==> config.mk <==
export PLATFORM = sky130hd
export DESIGN_NAME = key_matrix_note_debouncer_unit
export DESIGN_NICKNAME = d
export VERILOG_FILES = /design/src/rtl/kmnd_pkg.sv /design/src/rtl/kmnd_ram.sv /design/src/rtl/key_matrix_note_debouncer_unit.sv
export SDC_FILE = /design/constraint.sdc
export NUM_CORES = 2
export LEC_CHECK = 0
export BUFFER_PORTS_ARGS = -buffer_cell sky130_fd_sc_hd__clkbuf_2
export CAP_MARGIN = 10
export CORE_ASPECT_RATIO = 0.6
export CORE_MARGIN = 1
export CORE_UTILIZATION = 30
export DETAILED_ROUTE_END_ITERATION = 10
export REMOVE_ABC_BUFFERS = 1
export SYNTH_ARGS = -nofsm -noshare
export SYNTH_HDL_FRONTEND = slang
export SYNTH_HIERARCHICAL = 1
export SYNTH_SLANG_ARGS = --single-unit
==> constraint.sdc <==
create_clock -name i_clk -period 24 [get_ports i_clk]
set_input_delay 3.6 -clock i_clk [delete_from_list [all_inputs] [get_ports i_clk]]
set_output_delay 3.6 -clock i_clk [all_outputs]
set_load 0.05 [all_outputs]
==> src/rtl/kmnd_pkg.sv <==
`default_nettype none

package kmnd_pkg;

    // Fixed field widths of the matrix reading and the note event.
    localparam int KB_W    = 2;
    localparam int LINE_W  = 4;
    localparam int NOTE_W  = 7;
    localparam int VEL_W   = 7;
    localparam int BYTE_W  = 8;
    localparam int CFG_IDX_W = 8;

    typedef logic [KB_W-1:0]      t_kb;
    typedef logic [LINE_W-1:0]    t_line;
    typedef logic [NOTE_W-1:0]    t_note;
    typedef logic [VEL_W-1:0]     t_vel;
    typedef logic [BYTE_W-1:0]    t_byte;
    typedef logic [CFG_IDX_W-1:0] t_cfg_idx;

    // Default sizing of the key store.
    localparam int DEF_KEYBOARDS  = 3;
    localparam int DEF_NOTE_LIMIT = 70;
    localparam int DEF_LINES      = 15;

    // Only three keyboards carry an offset register.
    localparam int OFFSET_REGS = 3;

    // Wide enough for keyboard * note limit + note at any legal sizing.
    localparam int CALC_W = 10;

    localparam t_byte SENSE_STRIDE  = 8'd6;
    localparam t_vel  VEL_ON        = 7'd127;
    localparam t_vel  VEL_OFF       = 7'd0;
    localparam t_byte DEBOUNCE_RST  = 8'd10;

    // Configuration register indexes.
    localparam t_cfg_idx CFG_PEDAL_OFFSET = 8'd0;
    localparam t_cfg_idx CFG_GREAT_OFFSET = 8'd1;
    localparam t_cfg_idx CFG_SWELL_OFFSET = 8'd2;
    localparam t_cfg_idx CFG_DEBOUNCE     = 8'd3;

endpackage

`default_nettype wire

==> src/rtl/kmnd_ram.sv <==
`default_nettype none

module kmnd_ram #(
    parameter int WIDTH = 8,
    parameter int DEPTH = 256,
    parameter int AW    = (DEPTH > 1) ? $clog2(DEPTH) : 1
) (
    input  wire logic             i_clk,
    input  wire logic             i_we,
    input  wire logic [AW-1:0]    i_waddr,
    input  wire logic [WIDTH-1:0] i_wdata,
    input  wire logic             i_re,
    input  wire logic [AW-1:0]    i_raddr,
    output logic      [WIDTH-1:0] o_rdata
);

    logic [WIDTH-1:0] r_mem [DEPTH];
    logic [WIDTH-1:0] r_rdata;

    // Read returns the contents from before a write in the same cycle.
    always_ff @(posedge i_clk) begin
        if (i_we) begin
            r_mem[i_waddr] <= i_wdata;
        end
        if (i_re) begin
            r_rdata <= r_mem[i_raddr];
        end
    end

    assign o_rdata = r_rdata;

endmodule

`default_nettype wire

==> src/rtl/key_matrix_note_debouncer_unit.sv <==
`default_nettype none

// Channel   Direction  Handshake                  Payload
// in        input      i_in_valid / o_in_ready    keyboard, drive_line, sense_line, pressed
// out       output     o_out_valid / i_out_ready  event_keyboard, note_number, is_note_on,
//                                                 velocity
// cfg       input      i_cfg_valid / o_cfg_ready  cfg_index, cfg_data
//
// One reading is taken every cycle while o_in_ready is high; it passes the lookup stage,
// which reads the hold counter, then the update stage, which updates and writes it
// back, forwarding between back-to-back readings of one key, then the output register.
// Reset clears the offsets, loads the debounce count and clears a valid bit per key,
// so the store reads as zero at once and no clearing pass is needed.
// o_in_ready drops only while an event waits in the update stage and the output
// register is full and not being taken.
module key_matrix_note_debouncer_unit #(
    parameter int KEYBOARDS  = kmnd_pkg::DEF_KEYBOARDS,
    parameter int NOTE_LIMIT = kmnd_pkg::DEF_NOTE_LIMIT,
    parameter int LINES      = kmnd_pkg::DEF_LINES
) (
    input  wire logic               i_clk,
    input  wire logic               i_rst_n,

    input  wire logic               i_in_valid,
    output logic                    o_in_ready,
    input  wire kmnd_pkg::t_kb      i_keyboard,
    input  wire kmnd_pkg::t_line    i_drive_line,
    input  wire kmnd_pkg::t_line    i_sense_line,
    input  wire logic               i_pressed,

    output logic                    o_out_valid,
    input  wire logic               i_out_ready,
    output kmnd_pkg::t_kb           o_event_keyboard,
    output kmnd_pkg::t_note         o_note_number,
    output logic                    o_is_note_on,
    output kmnd_pkg::t_vel          o_velocity,

    input  wire logic               i_cfg_valid,
    output logic                    o_cfg_ready,
    input  wire kmnd_pkg::t_cfg_idx i_cfg_index,
    input  wire kmnd_pkg::t_byte    i_cfg_data
);

    import kmnd_pkg::*;

    localparam int KB_USED = (KEYBOARDS < OFFSET_REGS) ? KEYBOARDS : OFFSET_REGS;
    localparam int DEPTH   = KB_USED * NOTE_LIMIT;
    localparam int AW      = (DEPTH > 1) ? $clog2(DEPTH) : 1;

    // Configuration registers.
    t_byte r_offset [OFFSET_REGS];
    t_byte r_debounce;

    // Lookup stage.
    logic          r_s1_valid;
    t_kb           r_s1_kb;
    t_note         r_s1_note;
    logic          r_s1_pressed;
    logic [AW-1:0] r_s1_addr;

    // Update stage.
    logic          r_s2_valid;
    t_kb           r_s2_kb;
    t_note         r_s2_note;
    logic          r_s2_pressed;
    logic [AW-1:0] r_s2_addr;

    // Last write, for a reading that looked up the same key before the write reached the store.
    logic          r_fwd_valid;
    logic [AW-1:0] r_fwd_addr;
    t_byte         r_fwd_data;

    // Key valid bits: a clear bit reads as a zero counter.
    logic [DEPTH-1:0] r_valid;
    logic [DEPTH-1:0] n_valid;

    // Output register.
    logic  r_out_valid;
    logic  n_out_valid;
    t_kb   r_out_kb;
    t_note r_out_note;
    logic  r_out_on;

    logic              stall;
    t_byte             offset_sel;
    t_byte             note_sum;
    logic              in_range;
    logic [CALC_W-1:0] addr_calc;
    t_byte             ram_rdata;
    t_byte             count;
    t_byte             new_count;
    logic              emit;
    logic              ram_we;
    logic              load_out;

    // Configuration writes are always accepted.
    assign o_cfg_ready = 1'b1;

    always_ff @(posedge i_clk) begin
        if (!i_rst_n) begin
            for (int i = 0; i < OFFSET_REGS; i++) begin
                r_offset[i] <= '0;
            end
            r_debounce <= DEBOUNCE_RST;
        end else if (i_cfg_valid) begin
            unique case (i_cfg_index)
                CFG_PEDAL_OFFSET: r_offset[0] <= i_cfg_data;
                CFG_GREAT_OFFSET: r_offset[1] <= i_cfg_data;
                CFG_SWELL_OFFSET: r_offset[2] <= i_cfg_data;
                CFG_DEBOUNCE:     r_debounce  <= i_cfg_data;
                default: ;
            endcase
        end
    end

    // Note number and range checks of the incoming reading.
    always_comb begin
        case (i_keyboard)
            2'd0:    offset_sel = r_offset[0];
            2'd1:    offset_sel = r_offset[1];
            2'd2:    offset_sel = r_offset[2];
            default: offset_sel = '0;
        endcase
        note_sum = offset_sel + BYTE_W'(i_drive_line)
                 + BYTE_W'(SENSE_STRIDE * BYTE_W'(i_sense_line));
        in_range = (32'(i_keyboard) < KB_USED) && (32'(i_drive_line) < LINES)
                 && (32'(i_sense_line) < LINES) && (32'(note_sum) < NOTE_LIMIT);
        addr_calc = CALC_W'(CALC_W'(i_keyboard) * CALC_W'(NOTE_LIMIT))
                  + CALC_W'(note_sum);
    end

    assign o_in_ready = !stall;

    // Lookup stage registers; out-of-range readings are dropped here.
    always_ff @(posedge i_clk) begin
        if (!i_rst_n) begin
            r_s1_valid <= 1'b0;
        end else if (!stall) begin
            r_s1_valid <= i_in_valid && in_range;
        end
    end

    always_ff @(posedge i_clk) begin
        if (!stall) begin
            r_s1_kb      <= i_keyboard;
            r_s1_note    <= note_sum[NOTE_W-1:0];
            r_s1_pressed <= i_pressed;
            r_s1_addr    <= addr_calc[AW-1:0];
        end
    end

    // Hold counter store.
    kmnd_ram #(
        .WIDTH (BYTE_W),
        .DEPTH (DEPTH),
        .AW    (AW)
    ) u_counters (
        .i_clk   (i_clk),
        .i_we    (ram_we),
        .i_waddr (r_s2_addr),
        .i_wdata (new_count),
        .i_re    (!stall),
        .i_raddr (r_s1_addr),
        .o_rdata (ram_rdata)
    );

    // Counter update: forward the previous write, and treat unwritten keys as zero.
    always_comb begin
        if (!r_valid[r_s2_addr]) begin
            count = '0;
        end else if (r_fwd_valid && (r_fwd_addr == r_s2_addr)) begin
            count = r_fwd_data;
        end else begin
            count = ram_rdata;
        end

        emit      = 1'b0;
        new_count = count;
        if (r_s2_pressed) begin
            if (count == '0) begin
                emit      = 1'b1;
                new_count = r_debounce;
            end
        end else if (count != '0) begin
            emit      = (count == BYTE_W'(1));
            new_count = count - BYTE_W'(1);
        end

        stall    = r_s2_valid && emit && r_out_valid && !i_out_ready;
        ram_we   = r_s2_valid && !stall;
        load_out = ram_we && emit;

        n_valid = r_valid;
        if (ram_we) begin
            n_valid[r_s2_addr] = 1'b1;
        end

        if (load_out) begin
            n_out_valid = 1'b1;
        end else if (i_out_ready) begin
            n_out_valid = 1'b0;
        end else begin
            n_out_valid = r_out_valid;
        end
    end

    // Update stage and forwarding control.
    always_ff @(posedge i_clk) begin
        if (!i_rst_n) begin
            r_s2_valid  <= 1'b0;
            r_fwd_valid <= 1'b0;
            r_valid     <= '0;
            r_out_valid <= 1'b0;
        end else begin
            if (!stall) begin
                r_s2_valid  <= r_s1_valid;
                r_fwd_valid <= ram_we;
            end
            r_valid     <= n_valid;
            r_out_valid <= n_out_valid;
        end
    end

    always_ff @(posedge i_clk) begin
        if (!stall) begin
            r_s2_kb      <= r_s1_kb;
            r_s2_note    <= r_s1_note;
            r_s2_pressed <= r_s1_pressed;
            r_s2_addr    <= r_s1_addr;
            r_fwd_addr   <= r_s2_addr;
            r_fwd_data   <= new_count;
        end
        if (load_out) begin
            r_out_kb   <= r_s2_kb;
            r_out_note <= r_s2_note;
            r_out_on   <= r_s2_pressed;
        end
    end

    assign o_out_valid      = r_out_valid;
    assign o_event_keyboard = r_out_kb;
    assign o_note_number    = r_out_note;
    assign o_is_note_on     = r_out_on;
    assign o_velocity       = r_out_on ? VEL_ON : VEL_OFF;

    // A stalled update stage must not touch the store.
    a_no_write_on_stall: assert property (@(posedge i_clk) disable iff (!i_rst_n)
        stall |-> !ram_we)
        else $error("counter written while the update stage is stalled");

    // The output register is only loaded when it is free or being emptied.
    a_load_into_free: assert property (@(posedge i_clk) disable iff (!i_rst_n)
        load_out |-> (!r_out_valid || i_out_ready))
        else $error("note event overwrote a pending transaction");

    // A note-on always arms the counter with the debounce count.
    a_note_on_arms: assert property (@(posedge i_clk) disable iff (!i_rst_n)
        (load_out && r_s2_pressed) |-> (new_count == r_debounce))
        else $error("note-on did not load the debounce count");

    // Every forwarded write has marked its key as written.
    a_fwd_key_valid: assert property (@(posedge i_clk) disable iff (!i_rst_n)
        r_fwd_valid |-> r_valid[r_fwd_addr])
        else $error("forwarded key is not marked valid");

endmodule

`default_nettype wire

Word level (Yosys, flattened, before mapping)
Memories as Yosys holds them, arrays and structs flattened. A register that Yosys moved wholly into a read port is not among the register bits.
Cells that the tools add are included.
{"block": "totals", "elab_cells": 98, "input_bits": 32, "register_bits": 284, "n_memories": 2, "mem_bits_rw": 1704}
{"block": "op_classes", "n_reduce_logical": 20, "eq_ne": 7, "magnitude_cmp": 6, "n_bitwise": 4, "addsub": 4, "n_mux": 34, "n_mul": 2}
{"name": "u_counters.r_mem", "words": 210, "word_bits": 8, "read_ports": 1, "rd_clocked_by_memory_dff": 1, "wr": 1, "line": "kmnd_ram.sv:17", "text": "logic [WIDTH-1:0] r_mem [DEPTH];"}
{"name": "r_offset", "words": 3, "word_bits": 8, "read_ports": 3, "rd_clocked_by_memory_dff": 0, "wr": 3, "line": "key_matrix_note_debouncer_unit.sv:51", "text": "t_byte r_offset [OFFSET_REGS];"}
{"op": "210-bit bitwise OR", "count": 1}
{"op": "8-bit 2-to-1 mux", "count": 8}
{"op": "8-bit case mux with 3 select lines", "count": 1}
{"op": "1-bit 2-to-1 mux", "count": 22}
{"op": "8-bit by 1-bit equality test with 1-bit output (second input constant)", "count": 2}
{"op": "8-bit by 2-bit equality test with 1-bit output (second input constant)", "count": 2}
{"op": "8-bit logical NOT", "count": 2}
{"op": "1-bit logical AND", "count": 11}
{"op": "8-bit by 9-bit less-than comparator with 1-bit output (second input constant)", "count": 1}
{"op": "8-bit by 4-bit adder with 8-bit output", "count": 1}
{"op": "8-bit by 7-bit adder with 8-bit output", "count": 1}
{"op": "8-bit adder", "count": 1}
{"op": "1-bit binary-select mux with 8-bit select", "count": 1}
{"op": "1-bit demux with 8-bit select", "count": 1}
{"op": "8-bit equality test", "count": 1}
{"op": "8-bit by 1-bit greater-or-equal comparator with 1-bit output (second input constant)", "count": 1}
{"op": "4-bit less-than comparator (second input constant)", "count": 2}
{"op": "8-bit by 7-bit less-than comparator with 1-bit output (second input constant)", "count": 1}
{"op": "8-bit nonzero test", "count": 1}
{"op": "8-bit by 1-bit subtractor with 8-bit output (second input constant)", "count": 1}
{"op": "2-bit by 6-bit multiplier with 7-bit output (second input constant)", "count": 1}
{"op": "7-bit 2-to-1 mux", "count": 1}
{"op": "2-bit by 4-bit multiplier with 6-bit output (first input constant)", "count": 1}
{"op": "1-bit logical NOT", "count": 3}
{"op": "7 further kinds", "count": 9}

Logic depth before layout (Yosys ltp)
{"block": "logic_depth", "ltp_word": 14, "mapped_depth": 24, "depth_no_buf": 16}

Hierarchy
Netlist, hierarchy kept.
{"module": "kmnd_ram", "cells_each": 3154, "seq_area_each_um2": 50688.6, "area_each_um2": 65823.1, "n_inst": 1}
{"module": "key_matrix_note_debouncer_unit", "cells_each": 1303, "seq_area_each_um2": 6966.7, "area_each_um2": 13354.1, "n_inst": 1}

Worst setup path after synthesis
Ideal clock, no wire load.
{"block": "synth_path", "path_type": "flip-flop to flip-flop", "startpoint": "register r_s2_note[0] (netlist name)", "endpoint": "register r_fwd_data[1] (data pin)", "n_path_buf": 5, "required_time_ns": 21.186, "setup_ns": 2.814, "path_slack_ns": 4.940, "arrival_time_ns": 16.246, "synth_period_minus_slack_ns": 19.060, "path_stages_with_launch": 16, "cell_sequence": "edfxtp_1 buf_6 buf_6 and2_0 clkbuf_1 a22oi_1 a21boi_0 or4_1 o2111ai_1 and3_1 clkbuf_1 nand2_1 ha_1 clkbuf_1 and2_1 o311ai_0"}
{"element": "end signal, assigned", "line": "key_matrix_note_debouncer_unit.sv:231", "text": "r_fwd_data <= new_count;"}
{"element": "end, declared", "line": "key_matrix_note_debouncer_unit.sv:71", "text": "t_byte r_fwd_data;"}

==> flow_metrics.tcl <==
set metrics [dict create \
    status "complete, no violations" \
    layout_setup_ws_ns 14.44 \
    num_vias 43500 \
    p_switching_mw 3.56 \
    yosysSeqAreaShare_pct 72.8 \
    power_frac_seq_pct 45.4 \
    critPathMaxFanout 44 \
    place_congestion 0.900 \
    worst-slew-pin-transition_ns 1.42 \
    die-area_mm2 0.266 \
    swShare_pct 34.0 \
    p_int_mw 6.93 \
    total_power_mw 10.5 \
    worst_skew_pair.late_latency_ns 0.85 \
    ioPinCount 52 \
    startpoint_type "flip-flop" \
    synth_xor_area_share_pct 0.277 \
    clock_skew_ns 0.0990 \
    postRouteAntennaNets 0 \
    post_synth_num_cell_types 80 \
    initial_core_util_pct 30.3 \
    via_per_inst 5.39 \
    ys_warn_count 6 \
    cp.arrival_ns 5.96 \
    finalInstanceArea_mm2 0.0885 \
    clock_sinks 1994 \
    synth_edf_count 1772 \
    clkPwrFrac_pct 27.2 \
    placed_area_mm2 0.0828 \
    finalSetupViolCount 0 \
    drv_cap 0 \
    synth_flop_cell "edfxtp_1" \
    clock_path_buffers 4 \
    fin_setup_tns_ns 0 \
    hold_buffers 0 \
    dr.pass1.iters 6 \
    synth_compound_area_share_pct 5.06 \
    reg2reg_slack_ns 16.11 \
    grt_util_all_layers_pct 16.0 \
    synthSimpleGateAreaFrac_pct 4.72 \
    coreArea_mm2 0.261 \
    synthAdderAreaFrac_pct 0.547 \
    htree_levels 4 \
    ys_ff_latch 1994 \
    maxSlewHeadroom_pct 4.80 \
    async_flop_share_pct 0 \
    p_comb_share_pct 27.4 \
    antenna_found_initial 11 \
    fin_crit_ns 9.56 \
    post-route-drc-count 0 \
    grt_first_pass_wirelength_um 309000 \
    leakagePower_nw 27.7 \
    cts_setup_buffers 0 \
    rsz0062_at_grt "false" \
    cts_resized 0 \
    post_drt_wl_per_cell_um 27.1 \
    avgSynthCellArea_um2 17.8 \
    drive_gt1_share_pct 17.7 \
    place_inst 7745 \
    grt_pass1_vias 40800 \
    slew_viol_final 0 \
    finalHoldViolCount 0 \
    num-nets-final 4539 \
    gr-total-overflow 0 \
    routed_wl_um 219000 \
    required_ns 20.40 \
    cts_tree "yes" \
    synth_top_family_by_area "multiplexers" \
    path_class "reg -> out" \
    synthMuxAreaShare_pct 14.2 \
    numCtsBuffers 181 \
    finalCritPeriodShare_pct 39.8 \
    fin_cells 8070 \
    fill_cells 24500 \
    port_buffers 50 \
    cts_root_buffer "clkbuf_16" \
    hold_path_class "reg -> reg" \
    netlist_area_mm2 0.0792 \
    cts.clk_slew.worst_paths_ns 0.07 \
    cp-end-kind "output pin" \
    netlist_instances 4457 \
    fmax_mhz 105 \
    dp.final_hpwl_um 138000 \
    die_x_um 665 \
    die_h_um 400 \
    ir_drop_mv 0.185 \
    drtIter0Drc 6189 \
    p_per_area_mw_per_mm2 119 \
    grt_max_degree 212 \
    num_rows 145 \
    area_growth_pct 11.8 \
    pre_cts_ws_ns 15.32 \
]
[synth_stat cells, drive strengths merged, types with 9 or more instances]
cell	n	area [um^2]
ha	25	313
xnor2	21	184
nand2	326	1220
mux2i	221	2210
a31oi	20	125
edfxtp	1772	53200
and3	10	62.6
o221ai	19	166
nor2b	43	269
nand4	18	113
nor2	287	1080
mux4	396	8940
nor3	33	165
nand2b	22	138
a21oi	55	275
a211oi	15	118
nor4	18	113
a221oi	12	111
o22ai	36	225
a32o	31	310
buf	140	1170
o21ai	219	1100
nand3	47	255
clkbuf	155	582
and2	27	169
mux2	9	101
dfxtp	222	4440
inv	29	109
a22oi	110	826
o211ai	15	118
[logic make-up after synthesis]
group | after synthesis
flip-flops | 1994
AND/OR/NAND/NOR | 851
multiplexers | 626
AO/OA/AOI/OAI | 605
buffers and inverters | 324
adder cells (fa/ha/maj) | 31
XOR/XNOR | 25
other | 1
[layout make-up]
type,count,area [um^2],share of cell area [%]
antenna,1,2.50,0.00283
clock buffer,230,4840,5.46
clock inverter,92,835,0.943
inverter,29,109,0.123
multi-input combinational,2139,19800,22.4
sequential,1994,57700,65.1
tap,3454,4320,4.88
timing repair buffer,131,965,1.09
[sequential cells by signal, summed over array words and instances (netlist names), 8 cells and up]
register	count
u_counters/r_mem	1680
r_valid	210
r_offset	24
r_debounce	8
r_fwd_addr	8
r_fwd_data	8
u_counters/o_rdata	8
[worst max-delay path: stages (launching register included)]
cell,delay [ns]
edfxtp_1,0.42
buf_4,0.61
nor2b_1,0.41
a22oi_1,0.24
a21boi_0,0.10
or4_1,0.50
o2111ai_1,0.39
and3_1,0.62
nand2_1,0.20
ha_1,0.44
nor2_1,0.18
nand2_1,0.07
nand2_1,0.17
nand4_1,0.36
clkbuf_2,0.38
[path summary, 6_finish.rpt]
check / startpoint / to / cells after the start
worst min register to register: r_s2_note[5] / o_note_number[5] / 0
worst min-delay path: r_s2_note[5] / o_note_number[5] / 0
worst max-delay path: r_s2_note[0] / o_in_ready / 14
worst max register to register: r_s2_note[0] / u_counters/r_mem[139][1] / 17
[power by group through the flow]
| stage | clock [mW] | combinational, mW | sequential [mW] |
|---|---|---|---|
| 3_3_place_gp | 0 | 2.76 | 4.83 |
| 3_5_place_dp | 0 | 2.83 | 4.83 |
| 4_1_cts | 2.90 | 2.83 | 4.76 |
| 5_1_grt | 3.04 | 3.01 | 4.77 |
| 6_report | 2.85 | 2.88 | 4.76 |
| 2_1_floorplan | 0 | 1.58 | 5.30 |
[stage by stage]
step / util [%] / hold WS (ns)
3_5_place_dp: 31.7 / 0.406
5_1_grt: 33.9 / 0.431
6_report: 33.9 / 0.419
3_3_place_gp: 31.7 / 0.407
2_1_floorplan: - / 0.400
4_1_cts: 33.9 / 0.420
[layer usage]
layer	share of wire (%)	GRT usage [%]	vias up	wire length [um]
met1	46	25.1	23100	101000
met3	13	5.88	270	29100
met5	0.014	0	-	31
met4	1.7	3.06	4	3790
li1	-	-	17800	-
met2	39	20.8	2354	85400
[cell usage in the layout (no fill, tap or decap), types with 17 or more instances in the layout]
master / n
a21oi_1: 55
a22oi_1: 110
a31oi_1: 20
a32o_1: 29
and2_1: 24
buf_4: 72
clkbuf_1: 40
clkbuf_16: 184
clkbuf_2: 49
clkinv_1: 33
clkinv_2: 33
dfxtp_1: 222
edfxtp_1: 1772
ha_1: 25
inv_1: 27
mux2i_1: 221
mux4_2: 390
nand2_1: 318
nand2b_1: 22
nand3_1: 40
nand4_1: 18
nor2_1: 284
nor2b_1: 42
nor3_1: 32
nor4_1: 17
o21ai_0: 172
o21ai_1: 47
o221ai_1: 19
o22ai_1: 36
xnor2_1: 21
(Power assumes the default switching activity.)
